## src/hdl/b32sc_pkg.sv

```systemverilog
// Types, constants and lookup functions of the base32 stream codec.
`timescale 1ns / 1ps

package b32sc_pkg;

  localparam int POS_BITS = 10;
  localparam logic [POS_BITS-1:0] POS_MAX = {POS_BITS{1'b1}};
  localparam int POS_FIELD_W = 10;
  localparam int ACC_W = 12;
  localparam int CNT_W = 4;
  localparam int QDEPTH = 2;
  localparam int QPTR_W = (QDEPTH > 1) ? $clog2(QDEPTH) : 1;
  localparam int QCNT_W = $clog2(QDEPTH + 1);

  localparam logic DIR_ENCODE = 1'b0;
  localparam logic DIR_DECODE = 1'b1;
  localparam logic REG_DIRECTION = 1'b0;

  localparam logic [255:0] SYM_TABLE = "0abcdefghjkmnpqrstuvwxyz12346789";

  // One accepted item's worth of results, handed from front to back.
  typedef struct packed {
    logic [23:0]         data;    // result k in bits 8k+7:8k
    logic [1:0]          count;   // results in this job, 1..3
    logic [POS_BITS-1:0] pos;     // position of the first result
    logic                valid;   // data_valid of every result
    logic                last;    // job closes the message
    logic                bad;
  } job_t;

  typedef struct packed {
    logic clear;
    logic dir;
  } cfg_ctl_t;

  function automatic logic [7:0] sym_ascii(input logic [4:0] idx);
    logic [4:0] r;
    r = 5'd31 - idx;
    return SYM_TABLE[{r, 3'b000} +: 8];
  endfunction

  // Returns {bad, value}.
  function automatic logic [5:0] symbol_value(input logic [7:0] c_in);
    logic [7:0] c;
    logic [7:0] t;
    c = c_in;
    if (c >= "A" && c <= "Z") c = c + 8'd32;
    t = 8'd0;
    if (c >= "a" && c <= "h") t = c - "a" + 8'd1;
    else if (c == "j" || c == "k") t = c - "j" + 8'd9;
    else if (c == "m" || c == "n") t = c - "m" + 8'd11;
    else if (c >= "p" && c <= "z") t = c - "p" + 8'd13;
    else if (c == "0" || c == "o") t = 8'd0;
    else if (c == "1" || c == "i" || c == "l") t = 8'd24;
    else if (c >= "2" && c <= "4") t = c - "2" + 8'd25;
    else if (c == "5") t = 8'd16;
    else if (c >= "6" && c <= "9") t = c - "6" + 8'd28;
    else return {1'b1, 5'd0};
    return {1'b0, t[4:0]};
  endfunction

  function automatic logic [POS_BITS-1:0] pos_add_sat(input logic [POS_BITS-1:0] p,
                                                      input logic [1:0] k);
    logic [POS_BITS:0] s;
    s = {1'b0, p} + {{(POS_BITS-1){1'b0}}, k};
    if (s > {1'b0, POS_MAX}) return POS_MAX;
    return s[POS_BITS-1:0];
  endfunction

  function automatic logic [POS_FIELD_W-1:0] pos_field(input logic [POS_BITS-1:0] p);
    logic [POS_BITS+POS_FIELD_W-1:0] w;
    w = {{POS_FIELD_W{1'b0}}, p};
    return w[POS_FIELD_W-1:0];
  endfunction

endpackage

```

## src/hdl/b32sc_front.sv

```systemverilog
// Front end: accepts items, updates the bit accumulator and builds jobs.
`timescale 1ns / 1ps

module b32sc_front import b32sc_pkg::*; (
  input  logic       clk,
  input  logic       rst_n,
  input  cfg_ctl_t   cfg,
  input  logic       in_tvalid,
  output logic       in_tready,
  input  logic [7:0] in_tdata,
  input  logic       in_tlast,
  input  logic       q_full,
  output logic       q_push,
  output job_t       q_job
);

  logic [ACC_W-1:0]    acc_r, acc_nxt;
  logic [CNT_W-1:0]    cnt_r, cnt_nxt;
  logic [POS_BITS-1:0] pos_r, pos_nxt;
  logic                bad_r, bad_nxt;

  logic                accept;
  logic [ACC_W-1:0]    sum;
  logic [CNT_W-1:0]    cnt_add;
  logic                two;
  logic [CNT_W-1:0]    rem;
  logic                flush;
  logic [5:0]          sv;
  logic                emit;
  logic                bad_cur;
  logic [1:0]          adv;

  assign in_tready = !q_full;
  assign accept    = in_tvalid && in_tready;
  assign sv        = symbol_value(in_tdata);
  assign bad_cur   = bad_r | sv[5];

  always_comb begin
    q_job   = '0;
    acc_nxt = acc_r;
    cnt_nxt = cnt_r;
    sum     = '0;
    cnt_add = '0;
    two     = 1'b0;
    rem     = '0;
    flush   = 1'b0;
    emit    = 1'b0;
    adv     = 2'd0;
    if (cfg.dir == DIR_ENCODE) begin
      sum     = acc_r | ({{(ACC_W-8){1'b0}}, in_tdata} << cnt_r);
      cnt_add = cnt_r + 4'd8;
      two     = cnt_add >= 4'd10;
      rem     = two ? cnt_add - 4'd10 : cnt_add - 4'd5;
      flush   = in_tlast && (rem != '0);
      adv     = (two ? 2'd2 : 2'd1) + {1'b0, flush};
      acc_nxt = two ? sum >> 10 : sum >> 5;
      cnt_nxt = rem;
      q_job.data  = {sym_ascii({3'b000, sum[11:10]}), sym_ascii(sum[9:5]), sym_ascii(sum[4:0])};
      q_job.count = adv;
      q_job.pos   = pos_r;
      q_job.valid = 1'b1;
      q_job.bad   = 1'b0;
    end else begin
      sum     = acc_r | ({{(ACC_W-5){1'b0}}, sv[4:0]} << cnt_r);
      cnt_add = cnt_r + 4'd5;
      emit    = cnt_add >= 4'd8;
      adv     = {1'b0, emit};
      acc_nxt = emit ? sum >> 8 : sum;
      cnt_nxt = emit ? cnt_add - 4'd8 : cnt_add;
      q_job.data  = {16'd0, emit ? sum[7:0] : 8'd0};
      q_job.count = (emit || in_tlast) ? 2'd1 : 2'd0;
      q_job.pos   = emit ? pos_r : '0;
      q_job.valid = emit;
      q_job.bad   = bad_cur;
    end
    q_job.last = in_tlast;
  end

  assign q_push  = accept && (q_job.count != 2'd0);
  assign pos_nxt = pos_add_sat(pos_r, adv);
  assign bad_nxt = (cfg.dir == DIR_DECODE) ? bad_cur : bad_r;

  always_ff @(posedge clk) begin
    if (!rst_n || cfg.clear) begin
      acc_r <= '0;
      cnt_r <= '0;
      pos_r <= '0;
      bad_r <= 1'b0;
    end else if (accept) begin
      if (in_tlast) begin
        acc_r <= '0;
        cnt_r <= '0;
        pos_r <= '0;
        bad_r <= 1'b0;
      end else begin
        acc_r <= acc_nxt;
        cnt_r <= cnt_nxt;
        pos_r <= pos_nxt;
        bad_r <= bad_nxt;
      end
    end
  end

endmodule

```

## src/hdl/b32sc_queue.sv

```systemverilog
// Short job queue between the front and back ends.
`timescale 1ns / 1ps

module b32sc_queue import b32sc_pkg::*; (
  input  logic clk,
  input  logic rst_n,
  input  logic push,
  input  job_t push_job,
  output logic full,
  input  logic pop,
  output logic q_valid,
  output job_t q_job
);

  job_t              mem_r [QDEPTH];
  logic [QPTR_W-1:0] wr_r, wr_nxt;
  logic [QPTR_W-1:0] rd_r, rd_nxt;
  logic [QCNT_W-1:0] cnt_r, cnt_nxt;
  logic              do_push, do_pop;

  assign full    = cnt_r == QCNT_W'(QDEPTH);
  assign q_valid = cnt_r != '0;
  assign q_job   = mem_r[rd_r];
  assign do_push = push && !full;
  assign do_pop  = pop && q_valid;

  assign wr_nxt  = (wr_r == QPTR_W'(QDEPTH - 1)) ? '0 : wr_r + 1'b1;
  assign rd_nxt  = (rd_r == QPTR_W'(QDEPTH - 1)) ? '0 : rd_r + 1'b1;

  always_comb begin
    cnt_nxt = cnt_r;
    if (do_push && !do_pop) cnt_nxt = cnt_r + 1'b1;
    else if (do_pop && !do_push) cnt_nxt = cnt_r - 1'b1;
  end

  always_ff @(posedge clk) begin
    if (!rst_n) begin
      wr_r  <= '0;
      rd_r  <= '0;
      cnt_r <= '0;
    end else begin
      if (do_push) wr_r <= wr_nxt;
      if (do_pop) rd_r <= rd_nxt;
      cnt_r <= cnt_nxt;
    end
  end

  always_ff @(posedge clk) begin
    if (do_push) mem_r[wr_r] <= push_job;
  end

endmodule

```

## src/hdl/b32sc_back.sv

```systemverilog
// Back end: expands a job into results, one per cycle while the output is not stalled, into the output register.
`timescale 1ns / 1ps

module b32sc_back import b32sc_pkg::*; (
  input  logic        clk,
  input  logic        rst_n,
  input  logic        q_valid,
  input  job_t        q_job,
  output logic        q_pop,
  output logic        out_tvalid,
  input  logic        out_tready,
  output logic [23:0] out_tdata,
  output logic [2:0]  out_tuser,
  output logic        out_tlast
);

  logic        out_valid_r;
  logic [23:0] tdata_r, tdata_nxt;
  logic [2:0]  tuser_r, tuser_nxt;
  logic        tlast_r, tlast_nxt;
  logic [1:0]  k_r, k_nxt;
  logic        load;
  logic        final_k;

  assign load    = q_valid && (!out_valid_r || out_tready);
  assign final_k = k_r == (q_job.count - 2'd1);
  assign q_pop   = load && final_k;
  assign k_nxt   = final_k ? 2'd0 : k_r + 2'd1;

  always_comb begin
    tdata_nxt = {{(24-8-POS_FIELD_W){1'b0}},
                 pos_field(pos_add_sat(q_job.pos, k_r)),
                 q_job.data[{k_r, 3'b000} +: 8]};
    // bit 0 data_valid, bit 1 run_end, bit 2 bad_symbol
    tuser_nxt = {q_job.bad, final_k, q_job.valid};
    tlast_nxt = final_k && q_job.last;
  end

  always_ff @(posedge clk) begin
    if (!rst_n) begin
      out_valid_r <= 1'b0;
      k_r         <= 2'd0;
    end else begin
      if (load) begin
        out_valid_r <= 1'b1;
        k_r         <= k_nxt;
      end else if (out_tready) begin
        out_valid_r <= 1'b0;
      end
    end
  end

  always_ff @(posedge clk) begin
    if (load) begin
      tdata_r <= tdata_nxt;
      tuser_r <= tuser_nxt;
      tlast_r <= tlast_nxt;
    end
  end

  assign out_tvalid = out_valid_r;
  assign out_tdata  = tdata_r;
  assign out_tuser  = tuser_r;
  assign out_tlast  = tlast_r;

endmodule

```

## src/hdl/base32_stream_codec.sv

```systemverilog
// Base32 stream codec: APB register, front end, job queue and back end.
// An input item is taken whenever the two-entry job queue has room; each
// item turns into a job of zero to three results. The back end drives one
// result per cycle into the output register while out_tready does not stall
// it; an encoded byte yields one to three symbols, about 1.6 on a long
// message, and a decoded symbol yields at most one result. Writing the
// direction register clears the message state; results carry data in tdata,
// flags in tuser and the end of message in tlast.
`timescale 1ns / 1ps

module base32_stream_codec import b32sc_pkg::*; (
  input  logic        clk,
  input  logic        rst_n,
  input  logic        cfg_psel,
  input  logic        cfg_penable,
  input  logic        cfg_pwrite,
  input  logic [2:0]  cfg_paddr,
  input  logic [31:0] cfg_pwdata,
  output logic [31:0] cfg_prdata,
  output logic        cfg_pready,
  input  logic        in_tvalid,
  output logic        in_tready,
  input  logic [7:0]  in_tdata,   // [7:0] data_in
  input  logic        in_tlast,
  output logic        out_tvalid,
  input  logic        out_tready,
  output logic [23:0] out_tdata,  // [7:0] data_out, [17:8] position, zero above
  output logic [2:0]  out_tuser,  // [0] data_valid, [1] run_end, [2] bad_symbol
  output logic        out_tlast   // stream_end
);

  logic     dir_r;
  logic     wr_dir;
  cfg_ctl_t cfg;
  logic     q_full, q_push, q_pop, q_valid;
  job_t     push_job, head_job;

  assign cfg_pready = 1'b1;
  assign wr_dir     = cfg_psel && cfg_penable && cfg_pwrite && cfg_pready &&
                      (cfg_paddr[2] == REG_DIRECTION);
  assign cfg_prdata = (cfg_paddr[2] == REG_DIRECTION) ? {31'd0, dir_r} : 32'd0;
  assign cfg.clear  = wr_dir;
  assign cfg.dir    = dir_r;

  always_ff @(posedge clk) begin
    if (!rst_n) begin
      dir_r <= DIR_ENCODE;
    end else if (wr_dir) begin
      dir_r <= cfg_pwdata[0];
    end
  end

  b32sc_front u_front (
    .clk       (clk),
    .rst_n     (rst_n),
    .cfg       (cfg),
    .in_tvalid (in_tvalid),
    .in_tready (in_tready),
    .in_tdata  (in_tdata),
    .in_tlast  (in_tlast),
    .q_full    (q_full),
    .q_push    (q_push),
    .q_job     (push_job)
  );

  b32sc_queue u_queue (
    .clk      (clk),
    .rst_n    (rst_n),
    .push     (q_push),
    .push_job (push_job),
    .full     (q_full),
    .pop      (q_pop),
    .q_valid  (q_valid),
    .q_job    (head_job)
  );

  b32sc_back u_back (
    .clk        (clk),
    .rst_n      (rst_n),
    .q_valid    (q_valid),
    .q_job      (head_job),
    .q_pop      (q_pop),
    .out_tvalid (out_tvalid),
    .out_tready (out_tready),
    .out_tdata  (out_tdata),
    .out_tuser  (out_tuser),
    .out_tlast  (out_tlast)
  );

endmodule

```

## config.mk

```make
export PLATFORM = sky130hd
export DESIGN_NAME = base32_stream_codec
export DESIGN_NICKNAME = d
export VERILOG_FILES = /design/src/hdl/b32sc_pkg.sv /design/src/hdl/b32sc_front.sv /design/src/hdl/b32sc_queue.sv /design/src/hdl/b32sc_back.sv /design/src/hdl/base32_stream_codec.sv
export SDC_FILE = /design/constraint.sdc
export NUM_CORES = 1
export LEC_CHECK = 0
export ABC_AREA = 1
export BUFFER_PORTS_ARGS = -buffer_cell sky130_fd_sc_hd__buf_2
export CORE_MARGIN = 4
export CORE_UTILIZATION = 31
export DETAILED_ROUTE_END_ITERATION = 10
export PLACE_DENSITY = 0.52
export SYNTH_ARGS = -nofsm -noshare
export SYNTH_HDL_FRONTEND = slang
export SYNTH_SLANG_ARGS = --single-unit
```

## constraint.sdc

```tcl
create_clock -name clk -period 5.3 [get_ports clk]
set_input_delay 1.06 -clock clk [delete_from_list [all_inputs] [get_ports clk]]
set_output_delay 1.06 -clock clk [all_outputs]
set_load 0.1 [all_outputs]
```

==> impl_metrics.yaml, run 1 <==
status:
  status: "finished, final reports clean"
hold_path:
  hold_depth: 2
  min_path_type: "reg -> reg"
power_and_ir_drop:
  vdd_drop_max_mv: 0.474
  powerDensity_nw_per_um2: 524
  finalPower_mw: 4.80
  power.leakage_nw: 3.89
die:
  io_pins: 114
  die_x_um: 170
  die_area_um2: 28800
  rows: 58
  core_um2: 25500
  chipHeight_um: 170
  initial_core_util_pct: 31.8
synth:
  synth_ff_type: "edfxtp_1"
  synth_top_area_cell: "edfxtp_1"
  synth-seq-cells: 126
  netlist.area_leader.share_pct: 33.3
  synthTopCellsByArea: "edfxtp_1 33%, nand2_1 10%, dfxtp_1 8.9%, ha_1 4.9%, inv_1 4.8%"
  synth_area_um2: 8110
  avgSynthCellArea_um2: 8.01
  yosysSeqAreaShare_pct: 42.2
  ys_types: 54
  yosys-top-cells-count: "225 x nand2_1, 103 x inv_1, 97 x nor2_1, 90 x edfxtp_1, 75 x o21ai_0"
  ys_warn_count: 0
  synth-edff-count: 90
  postSynthCellCount: 1012
  yosysMostFrequentCell: "nand2_1"
  synthArstFlopShare_pct: 0
sta:
  tightest_slew_ns: 0.791
  period_share_pct: 77.2
  hold_violations: 0
  rsz0062_at_grt: "false"
  setup_ws_ns: 1.21
  maxSlewViolCount: 0
  max_slew_margin_pct: 47.2
  fmax_mhz: 244
  period_minus_slack_ns: 4.09
  setup_violations: 0
  tns_ns: 0
  clock_skew_ns: 0.00821
global_route:
  grt_usage_pct: 13.2
  grt_max_degree: 36
  grt_antenna_before_repair: 0
  grt_pass1_vias: 5975
  grt_pass1_wl_mm: 31.0
  grt_remaining_overflow: 0
critical_path:
  cp_max_fo: 10
  r2r_cells: 21
  cpPeakStageDelay_ns: 0.33
  critical_path_class: "reg -> reg"
  worstPathRequired_ns: 5.64
  path_buf_inv: 4
  cp-end-kind: "flip-flop"
  worstPathArrival_ns: 4.44
  slowest_stage: "dfxtp_1"
  start_kind: "flip-flop"
  crit_path_frequent_cell: "nand2_1"
  critical_path_depth: 21
  critPathTopFamily: "simple AND/OR/NAND/NOR gates"
  cp_cell_sequence: "clkinv_1 -> ha_1 -> nor3_1 -> nor2_1 -> inv_1 -> nand2_1 -> o31ai_1 -> nand2_1 -> o31ai_1 -> ha_1 -> inv_1 -> o21ai_0 -> inv_1 -> ha_1 -> fa_1 -> nand3_1 -> nor4_1 -> nand2_1 -> o21ai_0 -> nand2_1 -> a21oi_1"
layout:
  diodes: 0
  multi_input_comb_area_um2: 3990
  fillers: 2666
  nets: 1141
  ff_latch_area_um2: 3420
  stdcell_area_um2: 9140
  drive_above_1_share_pct: 12.8
  area.growth.synth_to_final_pct: 12.8
  fin_util_pct: 35.9
clocking:
  numCtsBuffers: 17
  path_clk_slew_ns: 0.06
  htreeDepth: 4
  cts-resized-gates: 0
  postCtsSetupRepairBufs: 0
  clockBufferDepth: 2
  cts_tree: "yes"
  cts_sinks: 126
  cts_root_buffer: "clkbuf_16"
  insertion_delay_ns: 0.41
  cts_hold_buf: 0
drt:
  wl_per_cell_um: 13.8
  totalWireLength_mm: 19.3
  vias_per_cell: 4.70
  drc: 0
  ant_nets: 0
  drtIter0Drc: 425
  first_pass_iters: 5
  dr_total_vias: 6570
place:
  portBuffers: 42
  placed_area_um2: 8590
  dpl.hpwl_mm: 13.9
  place_ws_ns: 0.877
  globalplace.congestion: 0.856
flow_run:
  maxCapViolations: 0
worst register-to-register path, stage by stage (launching register included):
cell and delay [ns]:
dfxtp_1 0.33, clkinv_1 0.29, ha_1 0.32, nor3_1 0.21
nor2_1 0.14, inv_1 0.23, nand2_1 0.08, o31ai_1 0.10
nand2_1 0.09, o31ai_1 0.22, ha_1 0.27, inv_1 0.07
o21ai_0 0.07, inv_1 0.09, ha_1 0.20, fa_1 0.23
nand3_1 0.15, nor4_1 0.33, nand2_1 0.30, o21ai_0 0.15
nand2_1 0.06, a21oi_1 0.11
metrics by stage:
stage	hold slack, ns	std cells
after floorplan	0.445	1048
after global placement	0.454	1367
after detailed placement	0.458	1367
after CTS	0.466	1399
after global routing	0.491	1399
final	0.464	1399
layout make-up:
type	instances	area share, %
clock buffer	25	5.09
tap	330	4.52
sequential	126	37.4
timing repair buffer	57	3.80
clock inverter	7	0.985
multi-input combinational	744	43.7
inverter	110	4.52
per-layer routing:
layer / vias to the layer above / wire length [um] / track usage, %
met1: 2988 / 9290 / 18.4
li1: 3416 / - / -
met2: 150 / 8830 / 21.1
met5: - / 0 / 0
met3: 16 / 920 / 2.03
met4: 0 / 214 / 4.31
power by group:
group	switching, mW	internal, mW	total (mW)
combinational	1.72	0.486	2.20
clock	0.402	0.701	1.10
sequential	0.0748	1.41	1.49
total	2.19	2.60	4.80
layout by cell type, fill, tap and decap left out, types with 8 or more instances in the layout:
| cell | instances |
|---|---|
| a21oi_1 | 57 |
| nand2_2 | 13 |
| buf_4 | 13 |
| nand3_2 | 9 |
| nand2_1 | 225 |
| dfxtp_1 | 36 |
| nor3_1 | 9 |
| conb_1 | 38 |
| o21ai_0 | 75 |
| edfxtp_1 | 90 |
| clkbuf_16 | 17 |
| buf_2 | 42 |
| nor2_1 | 95 |
| nand3_1 | 57 |
| xor2_1 | 19 |
| inv_1 | 103 |
| nand4_1 | 11 |
| ha_1 | 32 |
| o22ai_1 | 8 |
kinds of logic after synthesis:
group | Yosys count | synth area share, %
AND/OR/NAND/NOR | 451 | 25.1
AO/OA/AOI/OAI | 190 | 13.4
buffers and inverters | 178 | 10.3
flip-flops | 126 | 42.2
adder cells (fa/ha/maj) | 34 | 5.43
XOR/XNOR | 26 | 2.81
multiplexers | 5 | 0.617
other | 2 | 0.0926
final timing paths:
kind	to	slack (ns)	startpoint
setup reg to reg	u_front.pos_r[8]	1.21	u_front.cnt_r[0]
hold / removal	u_front.acc_r[0]	0.46	u_front.acc_r[0]
setup / recovery	u_front.pos_r[8]	1.21	u_front.cnt_r[0]
hold reg to reg	u_front.acc_r[0]	0.46	u_front.acc_r[0]
sequential cells by signal, indices dropped and copies added, names as in the netlist, named ones only:
signal and cells:
dir_r 1, u_back.k_r 2, u_back.out_tdata 18, u_back.out_tlast 1, u_back.out_tuser 3, u_back.out_tvalid 1
u_front.acc_r 12, u_front.bad_r 1, u_front.cnt_r 4, u_front.pos_r 10, u_queue.cnt_r 2, u_queue.mem_r 68
u_queue.rd_r 1, u_queue.wr_r 1
No activity file was read; power rests on OpenSTA's default activity.
==> run 2: changes to the inputs <==
PLACE_DENSITY = 0.54   (was 0.52)
clock period = 3.35 ns   (was 5.3 ns; I/O delays follow)
==> run 2 against run 1 <==
Effect of this change: via count up 4.2%; critical path depth is 1 lower; sequential power up 58%; die area did not move; first-iteration DRC count rose by 9.4%; sequential cell count did not move; setup slack worse by 1.0 ns; clock-buffer cell count fell by 7.
==> impl_metrics.yaml, run 2 (same netlist as run 1, synthesis figures left out) <==
drt:
  totalWireLength_mm: 19.5
  ant_nets: 0
  wl_per_cell_um: 13.3
  first_pass_iters: 5
  wl_met1_mm: 9.67
  wl_met2_mm: 8.87
  vias_per_cell: 4.67
  dr_total_vias: 6845
  drc: 0
  wl_met3_um: 712
  dr.max_layer_used: "met4"
  drtIter0Drc: 465
die:
  die_x_um: 170
  die_area_um2: 28800
  rows: 58
  initial_core_util_pct: 31.8
  core_um2: 25500
  chipHeight_um: 170
  io_pins: 114
critical_path:
  cp_max_fo: 5
  critical_path_class: "reg -> reg"
  cp_cell_sequence: "clkinv_8 -> ha_4 -> nor3_4 -> nor2_2 -> buf_4 -> xor2_1 -> o31ai_2 -> ha_1 -> inv_1 -> o21ai_0 -> inv_1 -> ha_2 -> fa_2 -> nand3_4 -> nor4_4 -> buf_4 -> nand2_4 -> o21ai_2 -> nand2_1 -> a21oi_2"
  critical_path_depth: 20
  cp-end-kind: "flip-flop"
  critPathTopFamily: "adder cells"
  path_buf_inv: 5
  slowest_stage: "dfxtp_4"
  r2r_cells: 20
  start_kind: "flip-flop"
  worstPathArrival_ns: 3.50
  cpPeakStageDelay_ns: 0.38
  worstPathRequired_ns: 3.69
sta:
  hold_violations: 0
  clock_skew_ns: 0.0137
  setup_violations: 0
  tightest_slew_ns: 0.684
  max_slew_margin_pct: 54.3
  maxSlewViolCount: 0
  fmax_mhz: 317
  period_minus_slack_ns: 3.16
  period_share_pct: 94.2
  hold_ws_ns: 0.465
layout:
  top_register: "u_queue.mem_r"
  diodes: 0
  area.growth.synth_to_final_pct: 20.9
  layout_commonest_cell: "nand2_1"
  finalNonFillerCells: 1465
  fillers: 2599
  drive_above_1_share_pct: 20.6
  final_cell_mix: "222 x nand2_1, 102 x inv_1, 92 x nor2_1"
  largest_reg_flops: 68
  stdcell_area_um2: 9800
  nets: 1207
global_route:
  grt_pass1_vias: 6464
  grt_max_degree: 28
  grt_usage_pct: 13.4
  grt_remaining_overflow: 0
  grt_pass1_wl_mm: 32.0
  grt_antenna_before_repair: 0
clocking:
  cts_sinks: 126
  cts_tree: "yes"
  clockBufferDepth: 2
  path_clk_slew_ns: 0.06
  cts_hold_buf: 0
  cts_root_buffer: "clkbuf_16"
  insertion_delay_ns: 0.41
  htreeDepth: 4
  numCtsBuffers: 17
place:
  dpl.hpwl_mm: 14.4
  globalplace.congestion: 0.866
  placed_area_um2: 9110
  portBuffers: 42
  place_inst: 1425
hold_path:
  min_path_type: "reg -> reg"
  hold_depth: 2
power_and_ir_drop:
  powerDensity_nw_per_um2: 795
  vdd_drop_max_mv: 0.731
  power.leakage_nw: 4.26
flow_run:
  maxCapViolations: 0
status:
  status: "finished, final reports clean"
run 2: path summary, 6_finish.rpt:
| check | start | end | slack, ns |
|---|---|---|---|
| setup / recovery | u_front.cnt_r[0] | u_front.pos_r[8] | 0.19 |
| hold / removal | u_front.acc_r[10] | u_front.acc_r[10] | 0.47 |
| setup reg to reg | u_front.cnt_r[0] | u_front.pos_r[8] | 0.19 |
| hold reg to reg | u_front.acc_r[10] | u_front.acc_r[10] | 0.47 |
run 2: layer usage:
metal  vias to the layer above  global-route usage, %
li1                       3540                      -
met1                      3148                   18.4
met2                       141                   21.7
met3                        16                   2.38
met4                         0                   3.64
met5                         -                      0
run 2: cell type report:
cell class	instances	area, um2	share of cell area (%)
clock buffers	18	429	4.38
clock inverters	14	133	1.35
inverters	110	428	4.37
multi-input cells	745	4120	42.0
flip-flops and latches	126	3430	35.0
well taps	330	413	4.21
repair buffers	122	847	8.64
run 2: report_power, final:
part           switching [mW]  total [mW]  internal (mW)
registers               0.117        2.35           2.24
clock network           0.730        1.76           1.03
logic                    2.75        3.68          0.925
total                    3.60        7.79           4.19
run 2: per-stage QoR:
| step | utilization [%] | setup slack (ns) | power (mW) | TNS (ns) |
|---|---|---|---|---|
| after floorplan | - | 0.00103 | 5.22 | 0 |
| after global placement | 35.8 | -0.175 | 5.98 | -0.944 |
| after detailed placement | 35.8 | -0.251 | 6.02 | -1.71 |
| after CTS | 38.0 | 0.0225 | 7.80 | 0 |
| after global routing | 38.5 | -0.0377 | 8.28 | -0.210 |
| final | 38.5 | 0.195 | 7.79 | 0 |
run 2: worst reg2reg max path, stage by stage (launching register included):
cell      delay [ns]
dfxtp_4         0.38
clkinv_8        0.05
ha_4            0.16
nor3_4          0.15
nor2_2          0.06
buf_4           0.15
xor2_1          0.16
o31ai_2         0.24
ha_1            0.26
inv_1           0.07
o21ai_0         0.07
inv_1           0.07
ha_2            0.19
fa_2            0.24
nand3_4         0.11
nor4_4          0.24
buf_4           0.17
nand2_4         0.07
o21ai_2         0.07
nand2_1         0.07
a21oi_2         0.12
run 2: what timing repair did:
item,4_1_cts,5_1_grt
setup endpoints to repair,0,30
resized for setup,0,22
buffers inserted,0,7
